## config.mk

```make
export PLATFORM = sky130hd
export DESIGN_NAME = rfc_seq
export DESIGN_NICKNAME = d
export VERILOG_FILES = /design/src/hw/rtl/rfc_pkg.sv /design/src/hw/rtl/rfc_seq.sv
export SDC_FILE = /design/constraint.sdc
export NUM_CORES = 1
export LEC_CHECK = 0
export BUFFER_PORTS_ARGS = -buffer_cell sky130_fd_sc_hd__buf_4
export CORE_UTILIZATION = 59
export CTS_CLUSTER_DIAMETER = 40
export CTS_CLUSTER_SIZE = 24
export DETAILED_ROUTE_END_ITERATION = 10
export PLACE_DENSITY = 0.9
export SETUP_SLACK_MARGIN = 0.2
export SKIP_CTS_REPAIR_TIMING = 1
export SYNTH_ARGS = -nofsm -noshare
export SYNTH_HDL_FRONTEND = slang
export SYNTH_SLANG_ARGS = --single-unit
```

## constraint.sdc

```tcl
create_clock -name clk -period 5.1 [get_ports clk]
set_input_delay 0.51 -clock clk [delete_from_list [all_inputs] [get_ports clk]]
set_output_delay 0.51 -clock clk [all_outputs]
set_load 0.05 [all_outputs]
```

## src/hw/rtl/rfc_pkg.sv

```systemverilog
// Shared types and constants for the random forest classifier.
`default_nettype none
package rfc_pkg;

  localparam int IDX_W = 11;
  localparam int FEAT_IN_W = 32;

  localparam logic [1:0] FUNC_NODE = 2'd0;
  localparam logic [1:0] FUNC_ROOT = 2'd1;
  localparam logic [1:0] FUNC_CLASSIFY = 2'd2;

  localparam logic [1:0] SEL_A = 2'd0;
  localparam logic [1:0] SEL_B = 2'd1;
  localparam logic [1:0] SEL_C = 2'd2;

  localparam logic [4:0] VOTE_MAX = 5'd31;
  localparam logic [4:0] TREES_RESET = 5'd10;

  typedef struct packed {
    logic [1:0] func;
    logic [IDX_W-1:0] node_slot;
    logic [3:0] tree_slot;
    logic is_leaf;
    logic leaf_class;
    logic [1:0] feature_select;
    logic signed [FEAT_IN_W-1:0] split_value;
    logic [IDX_W-1:0] left_child;
    logic [IDX_W-1:0] right_child;
    logic signed [FEAT_IN_W-1:0] feature_a;
    logic signed [FEAT_IN_W-1:0] feature_b;
    logic signed [FEAT_IN_W-1:0] feature_c;
  } in_t;

  typedef struct packed {
    logic predicted;
    logic [4:0] ones_votes;
    logic [4:0] zeros_votes;
    logic walk_fault;
  } out_t;

  // One node table entry, 58 bits.
  typedef struct packed {
    logic is_leaf;
    logic leaf_class;
    logic [1:0] feature_select;
    logic [FEAT_IN_W-1:0] split_value;
    logic [IDX_W-1:0] left_child;
    logic [IDX_W-1:0] right_child;
  } node_t;

  // Sequencer commands to the datapath.
  typedef struct packed {
    logic idle;
    logic start;
    logic step;
    logic use_root;
    logic node_we;
    logic root_we;
  } ctrl_t;

  // Datapath status for the node just read.
  typedef struct packed {
    logic leaf;
    logic cls;
  } stat_t;

endpackage
`default_nettype wire

```

## src/hw/rtl/rfc_seq.sv

```systemverilog
// Sequencer: walk control, depth bound, vote counting and the result register.
`default_nettype none
module rfc_seq #(
  parameter int MAX_TREES = 16,
  parameter int DEPTH_BOUND = 12
) (
  input  wire logic clk,
  input  wire logic rst_n,
  input  wire logic accept,
  input  wire logic [1:0] func,
  input  wire logic [4:0] trees_in_use,
  input  wire rfc_pkg::stat_t status,
  output rfc_pkg::ctrl_t ctrl,
  output logic busy,
  output logic out_valid,
  output rfc_pkg::out_t out_item
);
  import rfc_pkg::*;

  localparam int CW = $clog2(MAX_TREES + 1);
  localparam int DW = $clog2(DEPTH_BOUND + 1);

  localparam logic [1:0] ST_IDLE = 2'd0;
  localparam logic [1:0] ST_START = 2'd1;
  localparam logic [1:0] ST_WALK = 2'd2;
  localparam logic [1:0] ST_FIN = 2'd3;

  logic [1:0] state_r, state_nxt;
  logic [CW-1:0] tree_r, tree_nxt, ntrees_r, ntrees_nxt;
  logic [DW-1:0] depth_r, depth_nxt;
  logic [4:0] ones_r, ones_nxt, zeros_r, zeros_nxt;
  logic fault_r, fault_nxt;
  logic out_valid_r, out_valid_nxt;
  out_t out_r, out_nxt;
  logic classify;
  logic at_bound, more_trees;
  logic [6:0] tu_ext;

  assign classify = accept && (func == FUNC_CLASSIFY);
  assign tu_ext = 7'(trees_in_use);
  assign at_bound = (depth_r == DW'(DEPTH_BOUND));
  assign more_trees = (({1'b0, tree_r} + (CW + 1)'(1)) < {1'b0, ntrees_r});

  always_comb begin
    state_nxt = state_r;
    tree_nxt = tree_r;
    ntrees_nxt = ntrees_r;
    depth_nxt = depth_r;
    ones_nxt = ones_r;
    zeros_nxt = zeros_r;
    fault_nxt = fault_r;
    out_valid_nxt = 1'b0;
    out_nxt = out_r;
    ctrl.idle = (state_r == ST_IDLE);
    ctrl.start = classify;
    ctrl.node_we = accept && (func == FUNC_NODE);
    ctrl.root_we = accept && (func == FUNC_ROOT);
    ctrl.step = 1'b0;
    ctrl.use_root = 1'b0;
    case (state_r)
      ST_IDLE: begin
        if (classify) begin
          ntrees_nxt = (tu_ext > 7'(MAX_TREES)) ? CW'(MAX_TREES) : CW'(tu_ext);
          tree_nxt = '0;
          depth_nxt = '0;
          ones_nxt = '0;
          zeros_nxt = '0;
          fault_nxt = 1'b0;
          state_nxt = (tu_ext == 7'd0) ? ST_FIN : ST_START;
        end
      end
      ST_START: begin
        ctrl.use_root = 1'b1;
        ctrl.step = 1'b1;
        state_nxt = ST_WALK;
      end
      ST_WALK: begin
        if (status.leaf || at_bound) begin
          if (status.leaf) begin
            if (status.cls) begin
              ones_nxt = (ones_r != VOTE_MAX) ? ones_r + 5'd1 : ones_r;
            end else begin
              zeros_nxt = (zeros_r != VOTE_MAX) ? zeros_r + 5'd1 : zeros_r;
            end
          end else begin
            fault_nxt = 1'b1;
          end
          if (more_trees) begin
            tree_nxt = tree_r + CW'(1);
            depth_nxt = '0;
            ctrl.use_root = 1'b1;
            ctrl.step = 1'b1;
          end else begin
            state_nxt = ST_FIN;
          end
        end else begin
          depth_nxt = depth_r + DW'(1);
        end
      end
      ST_FIN: begin
        out_valid_nxt = 1'b1;
        out_nxt.predicted = (ones_r > zeros_r);
        out_nxt.ones_votes = ones_r;
        out_nxt.zeros_votes = zeros_r;
        out_nxt.walk_fault = fault_r;
        state_nxt = ST_IDLE;
      end
      default: begin
        state_nxt = ST_IDLE;
      end
    endcase
  end

  always_ff @(posedge clk) begin
    if (!rst_n) begin
      state_r <= ST_IDLE;
      tree_r <= '0;
      ntrees_r <= '0;
      depth_r <= '0;
      ones_r <= '0;
      zeros_r <= '0;
      fault_r <= 1'b0;
      out_valid_r <= 1'b0;
    end else begin
      state_r <= state_nxt;
      tree_r <= tree_nxt;
      ntrees_r <= ntrees_nxt;
      depth_r <= depth_nxt;
      ones_r <= ones_nxt;
      zeros_r <= zeros_nxt;
      fault_r <= fault_nxt;
      out_valid_r <= out_valid_nxt;
    end
  end

  always_ff @(posedge clk) begin
    out_r <= out_nxt;
  end

  assign busy = (state_r != ST_IDLE);
  assign out_valid = out_valid_r;
  assign out_item = out_r;

endmodule
`default_nettype wire

```

==> impl_metrics.json <==
{
  "status": "completed",
  "synth_fp_nets": 254,
  "place_congestion": 0.871,
  "startpoint_type": "flip-flop",
  "port_buffers": 31,
  "avgSynthCellArea_um2": 9.77,
  "ys_async_sr_fraction": 0,
  "die_area_um2": 3920,
  "synth_area_leaders": "dfxtp_1 (26%), edfxtp_1 (17%), ha_1 (12%)",
  "clock_sinks": 40,
  "synth_top_cell_area_share": 0.259,
  "synth-edff-count": 12,
  "cts_buffers": 5,
  "synth_cell_type_count": 48,
  "synth-seq-cells": 40,
  "die_width_um": 62.6,
  "cp.required_ps": 4590,
  "grt_pass1_wl_mm": 7.61,
  "io_pins": 32,
  "grt_pass1_vias": 1683,
  "cts_root_buf": "clkbuf_4",
  "layout.nets": 285,
  "placementRows": 21,
  "antenna_found_initial": 0,
  "drt-initial-drc-count": 98,
  "start_util": 0.635,
  "power_density_nw_per_um2": 372,
  "skew_ps": 8.83,
  "ir_drop_v": 0.000329,
  "slew_viol_final": 0,
  "drive_gt1_frac": 0.193,
  "maxSlewHeadroom": 0.518,
  "setup_viol": 0,
  "ys_seq_area_frac": 0.425,
  "dieHeight_um": 62.6,
  "cap_violations": 0,
  "pre_cts_ws_ps": 2380,
  "setup_tns_ps": 0,
  "max_stage_delay_ps": 380,
  "vias": 1752,
  "tritoncts": "built",
  "final_antenna_net_count": 0,
  "wl_mm": 4.55,
  "drc": 0,
  "synth_area_um2": 2170,
  "min_path_type": "input port to flip-flop",
  "cp_slowest_cell": "dfxtp_1",
  "grt_usage": 0.248,
  "cp.arrival_ps": 2630,
  "rsz0062_at_grt": "no",
  "syn_inst": 222,
  "p_leak_nw": 0.989,
  "dp_hpwl_mm": 3.22,
  "htreeDepth": 2,
  "placed_area_um2": 2420,
  "max-clock-path-buffers": 2,
  "worst_slack_ps": 1960,
  "yosysMostFrequentCell": "dfxtp_1",
  "tightestPinTransition_ps": 719,
  "grt_start_max_net_pins": 17,
  "crit_type": "flip-flop to primary output",
  "path_cells": "and3_4 -> and2_1 -> or2_2 -> ha_1 -> o21ai_1 -> o21ai_1 -> nor2_1 -> o21a_1 -> buf_4",
  "finalHoldViolCount": 0,
  "final_area_um2": 2510,
  "routed_via_density": 5.84,
  "synth_flop_cell": "dfxtp_1",
  "cp-end-kind": "primary output",
  "period_needed_ps": 3140,
  "crit_fanout": 6,
  "yosys_warnings": 0,
  "clkSlewWorstSetupHoldPaths_ps": 110,
  "diodes": 0,
  "grt_overflow": 0,
  "yosysTopAreaCell": "dfxtp_1",
  "synthTopCellsByCount": "dfxtp_1 (28), inv_1 (21), nor2_1 (21)",
  "coreArea_um2": 3420,
  "fmax_mhz": 318,
  "detail_route.wl_per_cell_um": 15.2,
  "post-route-period-util": 0.616,
  "clk_latency_ps": 350,
  "cp_common_cell": "o21ai_1",
  "area_growth_pct": 15.6,
  "dr.pass1.iters": 4
}
[critical path, delay by kind of cell (launching register included)]
| kind | cells | cell delay, ps |
|---|---|---|
| AND/OR/NAND/NOR | 4 | 770 |
| flip-flops | 1 | 380 |
| AO/OA/AOI/OAI | 3 | 660 |
| buffers and inverters | 1 | 200 |
| adder cells (fa/ha/maj) | 1 | 270 |
[worst paths after layout]
check                        from     endpoint  slack [ps]  cells after the start
hold / removal    trees_in_use[4]  ntrees_r[4]         440                      3
setup / recovery        tree_r[2]      ctrl[2]        1960                      9
setup reg to reg        tree_r[2]    tree_r[2]        2570                      8
hold reg to reg           fault_r  out_item[0]         460                      0
[where the power goes]
group	switching, W	internal (W)	total, W	leakage [nW]
clock	0.000107	0.000117	0.000225	0.0484
combinational	0.000232	0.000104	0.000336	0.607
sequential	0.0000184	0.000352	0.000371	0.334
total	0.000358	0.000574	0.000932	0.989
[cells by family (layout without fill, tap and decap cells)]
kind of cell,after synthesis,after routing,synth area share
compound gates,54,54,0.184
simple gates,71,71,0.182
flops,40,40,0.425
xor+xnor,7,7,0.0283
fa+ha+maj,20,20,0.115
buf+inv,28,60,0.0560
mux,2,2,0.00923
[placed cells by master (no fill, tap or decap), types with 6 or more instances in the layout]
| master | count |
|---|---|
| a21oi_1 | 18 |
| edfxtp_1 | 12 |
| o21ai_1 | 6 |
| nand4_1 | 6 |
| nor2_1 | 21 |
| inv_1 | 21 |
| ha_1 | 20 |
| buf_4 | 31 |
| nand3_1 | 12 |
| dfxtp_1 | 28 |
[final cells by class]
cell class	instances	area (µm²)
Multi-Input combinational cell	154	1130
Sequential cell	40	921
Fill cell	251	910
Timing Repair Buffer	31	233
Inverter	21	78.8
Tap cell	46	57.6
Clock buffer	6	51.3
Clock inverter	2	38.8
[per-stage QoR]
stage | power, W | instances | hold WS, ps | utilization
after floorplan | 0.000620 | 222 | 409 | -
after global placement | 0.000692 | 292 | 421 | 0.707
after detailed placement | 0.000702 | 292 | 425 | 0.707
after CTS | 0.000927 | 300 | 442 | 0.734
after global routing | 0.000970 | 300 | 471 | 0.734
final | 0.000932 | 300 | 436 | 0.734
[state kept, by name, summed over array words and instances, names as in the netlist]
register and cells:
ones_r 5, depth_r 4, state_r 2, tree_r 5, ntrees_r 5, fault_r 1
zeros_r 5, out_item 12, out_valid 1
[layer usage]
metal	track usage	vias up	wire, µm
met5	0	-	0
met4	0.110	0	93
met3	0.0456	11	303
met2	0.424	65	2130
met1	0.304	817	2030
li1	-	859	-
Power figures use the tool's default switching activity.
